**src/sv/tle_pkg.sv**
```systemverilog
// ----------------------------------------------------------------------------
// tle_pkg
// Shared widths, limits and the result type of the tour length evaluator.
// ----------------------------------------------------------------------------
`default_nettype none

package tle_pkg;

  localparam int TOTAL_W = 27;
  localparam int COUNT_W = 16;

  localparam logic [TOTAL_W-1:0] TOTAL_MAX = {TOTAL_W{1'b1}};
  localparam logic [COUNT_W-1:0] COUNT_MAX = {COUNT_W{1'b1}};

  typedef struct packed {
    logic [TOTAL_W-1:0] tour_length;
    logic [COUNT_W-1:0] city_count;
    logic               overflowed;
  } result_t;

endpackage

`default_nettype wire

```
**src/sv/tle_city_if.sv**
```systemverilog
// ----------------------------------------------------------------------------
// tle_city_if
// Request channel that carries one city of a tour per request.
// ----------------------------------------------------------------------------
`default_nettype none

interface tle_city_if #(
  parameter int COORD_BITS = 16
) ();

  logic                         valid;
  logic                         ready;
  logic signed [COORD_BITS-1:0] x_coord;
  logic signed [COORD_BITS-1:0] y_coord;
  logic                         last_city;

  modport source (output valid, x_coord, y_coord, last_city, input ready);
  modport sink   (input valid, x_coord, y_coord, last_city, output ready);

endinterface

`default_nettype wire

```
**src/sv/tle_tour_if.sv**
```systemverilog
// ----------------------------------------------------------------------------
// tle_tour_if
// Result channel that carries one finished tour per request.
// ----------------------------------------------------------------------------
`default_nettype none

interface tle_tour_if import tle_pkg::*; ();

  logic               valid;
  logic               ready;
  logic [TOTAL_W-1:0] tour_length;
  logic [COUNT_W-1:0] city_count;
  logic               overflowed;

  modport source (output valid, tour_length, city_count, overflowed, input ready);
  modport sink   (input valid, tour_length, city_count, overflowed, output ready);

endinterface

`default_nettype wire

```
**src/sv/tle_front.sv**
```systemverilog
// ----------------------------------------------------------------------------
// tle_front
// Takes cities, tracks the first and previous city and the city count, and
// turns each city into zero, one or two leg jobs of absolute deltas.
// ----------------------------------------------------------------------------
`default_nettype none

module tle_front import tle_pkg::*; #(
  parameter  int COORD_BITS = 16,
  localparam int AbsW       = COORD_BITS + 1,
  localparam int JobW       = 2 * AbsW + 1 + COUNT_W
) (
  input  wire logic            clk_i,
  input  wire logic            rst_ni,
  tle_city_if.sink             city_i,
  output      logic            push_valid_o,
  input  wire logic            push_ready_i,
  output      logic [JobW-1:0] push_data_o
);

  typedef struct packed {
    logic [AbsW-1:0]    abs_x;
    logic [AbsW-1:0]    abs_y;
    logic               emit;
    logic [COUNT_W-1:0] count;
  } job_t;

  function automatic logic [AbsW-1:0] abs_diff(input logic signed [COORD_BITS-1:0] a,
                                               input logic signed [COORD_BITS-1:0] b);
    logic signed [AbsW-1:0] d;
    d = {a[COORD_BITS-1], a} - {b[COORD_BITS-1], b};
    return d[AbsW-1] ? AbsW'(-d) : AbsW'(d);
  endfunction

  logic signed [COORD_BITS-1:0] first_x_q, first_y_q, prev_x_q, prev_y_q;
  logic signed [COORD_BITS-1:0] leg_ax, leg_ay, leg_bx, leg_by;
  logic [COUNT_W-1:0]           count_q, count_inc;
  logic                         pend_q;
  logic                         is_first;
  logic                         accept;
  job_t                         job;

  assign is_first  = (count_q == '0);
  assign count_inc = (count_q == COUNT_MAX) ? count_q : count_q + 1'b1;
  assign city_i.ready = !pend_q && push_ready_i;
  assign accept    = city_i.valid && city_i.ready;

  always_comb begin
    if (pend_q) begin
      leg_ax = prev_x_q;
      leg_ay = prev_y_q;
      leg_bx = first_x_q;
      leg_by = first_y_q;
    end else if (is_first) begin
      leg_ax = city_i.x_coord;
      leg_ay = city_i.y_coord;
      leg_bx = city_i.x_coord;
      leg_by = city_i.y_coord;
    end else begin
      leg_ax = prev_x_q;
      leg_ay = prev_y_q;
      leg_bx = city_i.x_coord;
      leg_by = city_i.y_coord;
    end
  end

  always_comb begin
    job.abs_x = abs_diff(leg_ax, leg_bx);
    job.abs_y = abs_diff(leg_ay, leg_by);
    job.emit  = pend_q || is_first;
    job.count = pend_q ? count_q : count_inc;
  end

  assign push_valid_o = pend_q || (city_i.valid && (!is_first || city_i.last_city));
  assign push_data_o  = job;

  always_ff @(posedge clk_i or negedge rst_ni) begin
    if (!rst_ni) begin
      count_q <= '0;
      pend_q  <= 1'b0;
    end else if (pend_q) begin
      if (push_ready_i) begin
        count_q <= '0;
        pend_q  <= 1'b0;
      end
    end else if (accept) begin
      if (city_i.last_city && is_first) begin
        count_q <= '0;
      end else begin
        count_q <= count_inc;
        pend_q  <= city_i.last_city;
      end
    end
  end

  always_ff @(posedge clk_i) begin
    if (accept) begin
      prev_x_q <= city_i.x_coord;
      prev_y_q <= city_i.y_coord;
      if (is_first) begin
        first_x_q <= city_i.x_coord;
        first_y_q <= city_i.y_coord;
      end
    end
  end

endmodule

`default_nettype wire

```
**src/sv/tle_job_fifo.sv**
```systemverilog
// ----------------------------------------------------------------------------
// tle_job_fifo
// Short register queue of leg jobs between the front and the back.
// ----------------------------------------------------------------------------
`default_nettype none

module tle_job_fifo #(
  parameter int WIDTH = 8,
  parameter int DEPTH = 4
) (
  input  wire logic             clk_i,
  input  wire logic             rst_ni,
  input  wire logic             push_valid_i,
  output      logic             push_ready_o,
  input  wire logic [WIDTH-1:0] push_data_i,
  output      logic             pop_valid_o,
  input  wire logic             pop_ready_i,
  output      logic [WIDTH-1:0] pop_data_o
);

  localparam int PtrW = (DEPTH > 1) ? $clog2(DEPTH) : 1;
  localparam int CntW = $clog2(DEPTH + 1);
  localparam logic [PtrW-1:0] PtrLast = PtrW'(DEPTH - 1);
  localparam logic [CntW-1:0] CntFull = CntW'(DEPTH);

  logic [WIDTH-1:0] mem_q [DEPTH];
  logic [PtrW-1:0]  wr_ptr_q, rd_ptr_q;
  logic [CntW-1:0]  count_q;
  logic             push, pop;

  assign push_ready_o = (count_q != CntFull);
  assign pop_valid_o  = (count_q != '0);
  assign pop_data_o   = mem_q[rd_ptr_q];
  assign push         = push_valid_i && push_ready_o;
  assign pop          = pop_valid_o && pop_ready_i;

  always_ff @(posedge clk_i or negedge rst_ni) begin
    if (!rst_ni) begin
      wr_ptr_q <= '0;
      rd_ptr_q <= '0;
      count_q  <= '0;
    end else begin
      if (push) begin
        wr_ptr_q <= (wr_ptr_q == PtrLast) ? '0 : wr_ptr_q + 1'b1;
      end
      if (pop) begin
        rd_ptr_q <= (rd_ptr_q == PtrLast) ? '0 : rd_ptr_q + 1'b1;
      end
      if (push && !pop) begin
        count_q <= count_q + 1'b1;
      end else if (pop && !push) begin
        count_q <= count_q - 1'b1;
      end
    end
  end

  always_ff @(posedge clk_i) begin
    if (push) begin
      mem_q[wr_ptr_q] <= push_data_i;
    end
  end

  a_count_bounded: assert property (@(posedge clk_i) disable iff (!rst_ni)
    count_q <= CntFull)
    else $error("Job queue count exceeds its depth.");

  a_full_holds: assert property (@(posedge clk_i) disable iff (!rst_ni)
    (count_q == CntFull && !pop_ready_i) |=> (count_q == CntFull))
    else $error("Job queue lost an entry while full and stalled.");

endmodule

`default_nettype wire

```
**src/sv/tle_back.sv**
```systemverilog
// ----------------------------------------------------------------------------
// tle_back
// Squares the leg deltas, takes the floor square root one result bit per
// cycle, accumulates the saturating total and presents finished tours.
// ----------------------------------------------------------------------------
`default_nettype none

module tle_back import tle_pkg::*; #(
  parameter  int COORD_BITS = 16,
  localparam int AbsW       = COORD_BITS + 1,
  localparam int JobW       = 2 * AbsW + 1 + COUNT_W
) (
  input  wire logic            clk_i,
  input  wire logic            rst_ni,
  input  wire logic            pop_valid_i,
  output      logic            pop_ready_o,
  input  wire logic [JobW-1:0] pop_data_i,
  tle_tour_if.source           tour_o
);

  localparam int SqW   = 2 * AbsW;
  localparam int SumW  = SqW + 1;
  localparam int RootW = AbsW + 1;
  localparam int RadW  = 2 * RootW;
  localparam int RemW  = RootW + 2;
  localparam int ItW   = $clog2(RootW + 1);
  localparam logic [ItW-1:0] IterLast = ItW'(RootW - 1);

  typedef struct packed {
    logic [AbsW-1:0]    abs_x;
    logic [AbsW-1:0]    abs_y;
    logic               emit;
    logic [COUNT_W-1:0] count;
  } job_t;

  typedef enum logic [4:0] {
    BK_IDLE = 5'b00001,
    BK_MUL  = 5'b00010,
    BK_SUM  = 5'b00100,
    BK_ROOT = 5'b01000,
    BK_ACC  = 5'b10000
  } back_state_e;

  back_state_e        state_q, state_d;
  job_t               job_q;
  logic [SqW-1:0]     sq_x_q, sq_y_q;
  logic [SumW-1:0]    sum;
  logic [RadW-1:0]    rad_q;
  logic [RemW-1:0]    rem_q;
  logic [RootW-1:0]   root_q;
  logic [ItW-1:0]     iter_q;
  logic [RemW+1:0]    rem_shift, trial;
  logic               fits;
  logic [TOTAL_W-1:0] total_q, total_new;
  logic [TOTAL_W:0]   acc_sum;
  logic               sat_q, ovf;
  logic               acc_done;
  logic               out_valid_q;
  result_t            out_q;

  assign pop_ready_o = (state_q == BK_IDLE);

  assign sum       = {1'b0, sq_x_q} + {1'b0, sq_y_q};
  assign rem_shift = {rem_q, rad_q[RadW-1 -: 2]};
  assign trial     = {2'b00, root_q, 2'b01};
  assign fits      = (rem_shift >= trial);

  assign acc_sum   = {1'b0, total_q} + (TOTAL_W + 1)'(root_q);
  assign ovf       = acc_sum[TOTAL_W];
  assign total_new = ovf ? TOTAL_MAX : acc_sum[TOTAL_W-1:0];
  assign acc_done  = (state_q == BK_ACC) && (!job_q.emit || !out_valid_q || tour_o.ready);

  always_comb begin
    state_d = state_q;
    unique case (state_q)
      BK_IDLE: begin
        if (pop_valid_i) state_d = BK_MUL;
      end
      BK_MUL:  state_d = BK_SUM;
      BK_SUM:  state_d = BK_ROOT;
      BK_ROOT: begin
        if (iter_q == IterLast) state_d = BK_ACC;
      end
      BK_ACC: begin
        if (acc_done) state_d = BK_IDLE;
      end
      default: state_d = BK_IDLE;
    endcase
  end

  always_ff @(posedge clk_i or negedge rst_ni) begin
    if (!rst_ni) begin
      state_q     <= BK_IDLE;
      total_q     <= '0;
      sat_q       <= 1'b0;
      out_valid_q <= 1'b0;
    end else begin
      state_q <= state_d;
      if (acc_done) begin
        if (job_q.emit) begin
          total_q <= '0;
          sat_q   <= 1'b0;
        end else begin
          total_q <= total_new;
          sat_q   <= sat_q || ovf;
        end
      end
      if (acc_done && job_q.emit) begin
        out_valid_q <= 1'b1;
      end else if (tour_o.ready) begin
        out_valid_q <= 1'b0;
      end
    end
  end

  always_ff @(posedge clk_i) begin
    unique case (state_q)
      BK_IDLE: begin
        if (pop_valid_i) job_q <= job_t'(pop_data_i);
      end
      BK_MUL: begin
        sq_x_q <= job_q.abs_x * job_q.abs_x;
        sq_y_q <= job_q.abs_y * job_q.abs_y;
      end
      BK_SUM: begin
        rad_q  <= {1'b0, sum};
        rem_q  <= '0;
        root_q <= '0;
        iter_q <= '0;
      end
      BK_ROOT: begin
        rad_q  <= {rad_q[RadW-3:0], 2'b00};
        iter_q <= iter_q + 1'b1;
        if (fits) begin
          rem_q  <= RemW'(rem_shift - trial);
          root_q <= {root_q[RootW-2:0], 1'b1};
        end else begin
          rem_q  <= RemW'(rem_shift);
          root_q <= {root_q[RootW-2:0], 1'b0};
        end
      end
      BK_ACC: begin
        if (acc_done && job_q.emit) begin
          out_q.tour_length <= total_new;
          out_q.city_count  <= job_q.count;
          out_q.overflowed  <= sat_q || ovf;
        end
      end
      default: begin
      end
    endcase
  end

  assign tour_o.valid       = out_valid_q;
  assign tour_o.tour_length = out_q.tour_length;
  assign tour_o.city_count  = out_q.city_count;
  assign tour_o.overflowed  = out_q.overflowed;

  a_root_ends: assert property (@(posedge clk_i) disable iff (!rst_ni)
    (state_q == BK_ROOT && iter_q == IterLast) |=> (state_q == BK_ACC))
    else $error("Square root did not finish after its last iteration.");

  a_emit_shows: assert property (@(posedge clk_i) disable iff (!rst_ni)
    (acc_done && job_q.emit) |=> (out_valid_q && total_q == '0 && !sat_q))
    else $error("Finished tour was not presented or the total was not cleared.");

endmodule

`default_nettype wire

```
**src/sv/tour_length_evaluator.sv**
```systemverilog
// ----------------------------------------------------------------------------
// tour_length_evaluator
// Closed Euclidean tour length over cities given in visiting order.
// ----------------------------------------------------------------------------
// Each leg holds the back end through pop, square, sum, one root bit per cycle
// over COORD_BITS + 2 bits and accumulate, and no new leg is popped meanwhile.
// A city costs one leg, the first city of a tour none and the last city two; a
// lone city costs one zero-length leg. The serial root sets the throughput.
// A tour's result is registered when the back end accumulates the leg that closes it.
// Reset is asynchronous and active low; it empties the queue and clears the tour.
// ----------------------------------------------------------------------------
`default_nettype none

module tour_length_evaluator import tle_pkg::*; #(
  parameter int COORD_BITS = 16,
  parameter int JOB_DEPTH  = 4
) (
  input  wire logic  clk_i,
  input  wire logic  rst_ni,
  tle_city_if.sink   city_i,
  tle_tour_if.source tour_o
);

  localparam int JobW = 2 * (COORD_BITS + 1) + 1 + COUNT_W;

  logic            push_valid, push_ready;
  logic [JobW-1:0] push_data;
  logic            pop_valid, pop_ready;
  logic [JobW-1:0] pop_data;

  tle_front #(
    .COORD_BITS (COORD_BITS)
  ) u_front (
    .clk_i        (clk_i),
    .rst_ni       (rst_ni),
    .city_i       (city_i),
    .push_valid_o (push_valid),
    .push_ready_i (push_ready),
    .push_data_o  (push_data)
  );

  tle_job_fifo #(
    .WIDTH (JobW),
    .DEPTH (JOB_DEPTH)
  ) u_fifo (
    .clk_i        (clk_i),
    .rst_ni       (rst_ni),
    .push_valid_i (push_valid),
    .push_ready_o (push_ready),
    .push_data_i  (push_data),
    .pop_valid_o  (pop_valid),
    .pop_ready_i  (pop_ready),
    .pop_data_o   (pop_data)
  );

  tle_back #(
    .COORD_BITS (COORD_BITS)
  ) u_back (
    .clk_i       (clk_i),
    .rst_ni      (rst_ni),
    .pop_valid_i (pop_valid),
    .pop_ready_o (pop_ready),
    .pop_data_i  (pop_data),
    .tour_o      (tour_o)
  );

endmodule

`default_nettype wire
```
**src/flat_wrapper.sv**
```systemverilog
// flat-port wrapper written by rule: the top's interface ports become plain ports
module tour_length_evaluator_flat import tle_pkg::*;
#(
  parameter int COORD_BITS = 16,
  parameter int JOB_DEPTH  = 4
)
  (clk_i, rst_ni, city_i_valid, city_i_x_coord, city_i_y_coord, city_i_last_city, city_i_ready, tour_o_valid, tour_o_tour_length, tour_o_city_count, tour_o_overflowed, tour_o_ready);
  tle_city_if #(.COORD_BITS(COORD_BITS)) city_i_i ();
  tle_tour_if tour_o_i ();
  input  wire logic clk_i;
  input  wire logic rst_ni;
  input wire logic [$bits(city_i_i.valid)-1:0] city_i_valid;
  input wire logic [$bits(city_i_i.x_coord)-1:0] city_i_x_coord;
  input wire logic [$bits(city_i_i.y_coord)-1:0] city_i_y_coord;
  input wire logic [$bits(city_i_i.last_city)-1:0] city_i_last_city;
  output wire logic [$bits(city_i_i.ready)-1:0] city_i_ready;
  output wire logic [$bits(tour_o_i.valid)-1:0] tour_o_valid;
  output wire logic [$bits(tour_o_i.tour_length)-1:0] tour_o_tour_length;
  output wire logic [$bits(tour_o_i.city_count)-1:0] tour_o_city_count;
  output wire logic [$bits(tour_o_i.overflowed)-1:0] tour_o_overflowed;
  input wire logic [$bits(tour_o_i.ready)-1:0] tour_o_ready;
  assign city_i_i.valid = city_i_valid;
  assign city_i_i.x_coord = city_i_x_coord;
  assign city_i_i.y_coord = city_i_y_coord;
  assign city_i_i.last_city = city_i_last_city;
  assign city_i_ready = city_i_i.ready;
  assign tour_o_valid = tour_o_i.valid;
  assign tour_o_tour_length = tour_o_i.tour_length;
  assign tour_o_city_count = tour_o_i.city_count;
  assign tour_o_overflowed = tour_o_i.overflowed;
  assign tour_o_i.ready = tour_o_ready;
  tour_length_evaluator #(.COORD_BITS(COORD_BITS), .JOB_DEPTH(JOB_DEPTH)) u_core (.clk_i(clk_i), .rst_ni(rst_ni), .city_i(city_i_i), .tour_o(tour_o_i));
endmodule
```
**config.mk**
```make
export PLATFORM = sky130hd
export DESIGN_NAME = tour_length_evaluator_flat
export DESIGN_NICKNAME = d
export VERILOG_FILES = /design/src/sv/tle_pkg.sv /design/src/sv/tle_city_if.sv /design/src/sv/tle_tour_if.sv /design/src/sv/tle_front.sv /design/src/sv/tle_job_fifo.sv /design/src/sv/tle_back.sv /design/src/sv/tour_length_evaluator.sv /design/src/flat_wrapper.sv
export SDC_FILE = /design/constraint.sdc
export NUM_CORES = 2
export LEC_CHECK = 0
export BUFFER_PORTS_ARGS = -buffer_cell sky130_fd_sc_hd__buf_2
export CELL_PAD_IN_SITES_DETAIL_PLACEMENT = 1
export CELL_PAD_IN_SITES_GLOBAL_PLACEMENT = 2
export CORE_MARGIN = 2
export CORE_UTILIZATION = 48
export CTS_CLUSTER_SIZE = 24
export DETAILED_ROUTE_END_ITERATION = 6
export GPL_TIMING_DRIVEN = 0
export PLACE_DENSITY_LB_ADDON = 0.12
export SLEW_MARGIN = 20
export SYNTH_ARGS = -nofsm -noshare
export SYNTH_HDL_FRONTEND = slang
export SYNTH_SLANG_ARGS = --single-unit
```
**constraint.sdc**
```tcl
create_clock -name clk_i -period 13.1 [get_ports clk_i]
set_input_delay 3.93 -clock clk_i [delete_from_list [all_inputs] [get_ports clk_i]]
set_output_delay 3.93 -clock clk_i [all_outputs]
set_load 0.005 [all_outputs]
```
==> summary.md <==
| Metric | Value |
|---|---|
| Outcome | completed |
| Critical Path End Type | flop |
| Pin count of the biggest net entering global routing | 35 |
| I/O Pins | a little over 80 |
| Post-synthesis area per instance | 11.4 um2 |
| Postcts setup bufs | 0 |
| FFs w/ async S/R, synth | between 10% and 20% |
| Gr usage total | between 20% and 30% |
| Setup WS post-layout | 5.38 ns |
| Final hold violations | 0 |
| CP Capture Point | u_core.u_back.sq_x_q[33] |
| Multi-input gate area | 23500 um2 |
| Netlist area before placement | 43000 um2 |
| Reg2Reg Depth | 23 |
| Sum Neg Setup Slack | 0 ns |
| Arr. time, crit path | roughly 8.1 ns |
| CP delay by family, top | adder cells |
| Die Height | about 300 um |
| Met1 global-route usage | 30.8% |
| FF+latch area | ~17000 um2 |
| # rows | 109 |
| Worst-Margin Slew | 1.07 ns |
| CTS tree | yes |
| Relative max-transition margin | 28.6% |
| Clock Tree Root | clkbuf_16 |
| Synthesized instance count | 3786 |
| # H-tree levels | 3 |
| Crit-path most repeated cell | fa_1 |
| Clock skew | approximately 0.028 ns |
| Cts hold-fix bufs | 0 |
| Post-CTS sizing | 0 |
| EDFF count, synth | 508 |
| Worst min path class | flop to flop |
| Syn_nets | between 4000 and 5000 |
| Maximum clock rate | 130 MHz |
| GR met3 Demand/Resource | 2.82% |
| Setup violators final | 0 |
| Crit start category | flop |
| Routed len/inst | 20.5 um |
| Highest-delay cell along the critical path | edfxtp_1 |
| Initial drt markers | 1311 |
| WS Path Type | flop to flop |
| First-pass GRT wire length | 171 mm |
| GRT overflow | 0 |
| Worst-path fanout max | 10 |
| Placed instance area | ~45000 um2 |
| Final Cell Area | 47600 um2 |
| Crit. path cell count | 23 |
| Initial antenna violation count | 2 |
| Met2 usage | a little over two fifths |
| Setup WS pre-CTS | 5.09 ns |
| Req. time, crit path | 13.48 ns |
| WHS | 0.418 ns |
| Deepest clock path buffer count | 3 |
| RSZ-0062 raised after global routing | false |
| Reg2Reg Setup Slack | 5.38 ns |
| Post-synth cell types | 72 |
| Clock latency on the worst-skew pair | 0.64 ns |
| Fin crit period | 7.72 ns |
| Estimated wirelength of the detail-placed design | between 80 and 90 mm |
| Die area | between 90000 and 100000 um2 |
| Vias per cell | 5.40 |
| Fin crit share | 58.9% |
| DRT antenna net count | 0 |
| Max Slew Vio Count | 0 |
| Drt drc | 0 |
| Drt total wl | 106 mm |
| Vias in the first global route | 31100 |
| Ratio of cells with drive above 1 in the final layout | under 10% |
| Buffers plus inverters on the worst setup path | 6 |
| Critical path cell sequence | clkbuf_1, nand2_1, fa_1, inv_1, fa_1, fa_1, inv_1, fa_1, inv_1, fa_1, inv_1, fa_1, inv_1, ha_1, and3_1, nand3_1, or3_1, a41oi_1, o211ai_1, a21oi_1, a221o_1, a21oi_1, a211o_1 |
| Fill count | 9394 |
| Reg-to-reg critical path startpoint | u_core.u_back.job_q[37] |
| Area grow syn2layout | 10.6% |
| CP max stage delay | 0.72 ns |
| Seq/Total Area, Yosys | 38.8% |
| GRT Max-Usage Layer | met2 |
| R2r endpoint | u_core.u_back.sq_x_q[33] |
| Reg clk slew, reported paths | 0.06 ns |
| Post-synthesis register bit count | 566 |
| Port bufs | 82 |
| Yosys warning count | 0 |
| Worst setup path start | u_core.u_back.job_q[37] |
| Total clock sinks | 566 |
| Starting Density | 48.5% |
| Nets | 4715 |
| Area of the core | between 80000 and 90000 um2 |
| ANT cells | 0 |
| Max-Cap Viols | 0 |
| Number of CTS-inserted buffers | 67 |
| Die width | 303 um |
| Routability cong. | ~0.85 |
| Ys flop type | edfxtp_1 |
| Initial DRT Pass Iterations | 7 |
| Vias | 28000 |
==> cell usage in the layout, fill, tap and decap left out, types with 57 or more instances in the layout <==
cell	n
xnor2_1	136
and2_1	119
nor2_1	186
a21o_1	76
o21ai_0	119
edfxtp_1	508
nand2_1	281
a21oi_1	131
dfrtp_1	57
clkbuf_16	68
fa_1	386
clkbuf_1	114
buf_2	82
inv_1	643
ha_1	328
==> how the worst min path moves through the flow <==
stage / from / to / slack (ns) / depth (start not counted)
after floorplan: u_core.u_back.job_q[0] / u_core.u_back.tour_o.city_count[0] / 0.40 / 0
after global placement: u_core.u_back.job_q[14] / u_core.u_back.tour_o.city_count[14] / 0.40 / 0
after detailed placement: u_core.u_back.job_q[10] / u_core.u_back.tour_o.city_count[10] / 0.41 / 0
after CTS: u_core.u_back.job_q[15] / u_core.u_back.tour_o.city_count[15] / 0.42 / 0
after global routing: u_core.u_back.job_q[15] / u_core.u_back.tour_o.city_count[15] / 0.43 / 0
final: u_core.u_back.job_q[15] / u_core.u_back.tour_o.city_count[15] / 0.42 / 0
==> cells in the mapped netlist, types with 57 or more instances <==
cell      count  area share (%)
fa_1        386              18
o21ai_0     119             1.4
edfxtp_1    508              35
a21oi_1     131             1.5
and2_1      123             1.8
dfrtp_1      57             3.3
nand2_1     281             2.5
ha_1        328             9.5
nor2_1      188             1.6
inv_1       644             5.6
clkbuf_1    101            0.88
xnor2_1     136             2.8
a21o_1       76             1.3
==> state kept, by name, indices dropped and copies added, names as in the netlist, 16 cells and up <==
| signal | cells |
|---|---|
| u_core.u_front.first_y_q | 16 |
| u_core.u_back.sq_x_q | 33 |
| u_core.u_back.root_q | 18 |
| u_core.u_back.tour_o.city_count | 16 |
| u_core.u_back.total_q | 27 |
| u_core.u_back.rad_q | 36 |
| u_core.u_fifo.mem_q | 204 |
| u_core.u_back.sq_y_q | 33 |
| u_core.u_front.first_x_q | 16 |
| u_core.u_back.tour_o.tour_length | 27 |
| u_core.u_front.prev_x_q | 16 |
| u_core.u_front.count_q | 16 |
| u_core.u_back.rem_q | 20 |
| u_core.u_front.prev_y_q | 16 |
| u_core.u_back.job_q | 51 |
==> per-layer routing <==
metal | share of wire (%) | vias up
met4 | 2.6 | 0
met1 | 44 | 14200
met3 | 3.1 | 161
met2 | 51 | 407
met5 | 0 | -
li1 | - | 13200
==> stage by stage <==
stage          std cells  util, %
2_1_floorplan       3786        -
6_report            5183     53.7
3_5_place_dp        5060     51.1
5_1_grt             5183     53.7
4_1_cts             5183     53.7
3_3_place_gp        5033     50.6
==> final cells by class <==
type	count	area share (%)
Buffer	112	0.886
Clock buffer	84	3.75
Clock inverter	39	1.03
Inverter	644	5.08
Multi-Input combinational cell	2464	49.5
Sequential cell	566	35.1
Tap cell	1165	3.06
Timing Repair Buffer	109	1.61
==> kinds of logic (layout without fill, tap and decap cells) <==
family | Yosys count | count (layout) | synth area share, %
AOI/OAI and AO/OA | 551 | 551 | 8.46
xor gates and xnor gates | 188 | 188 | 3.83
adders and majority gates | 714 | 714 | 27.5
buffers and inverters | 756 | 988 | 6.60
DFF | 566 | 566 | 38.8
muxes | 144 | 144 | 4.96
and+or+nand+nor | 867 | 867 | 9.82
Power is left out: the tool's default activity adds up to more than one toggle a clock period on the data nets, which glitch-free logic cannot reach.
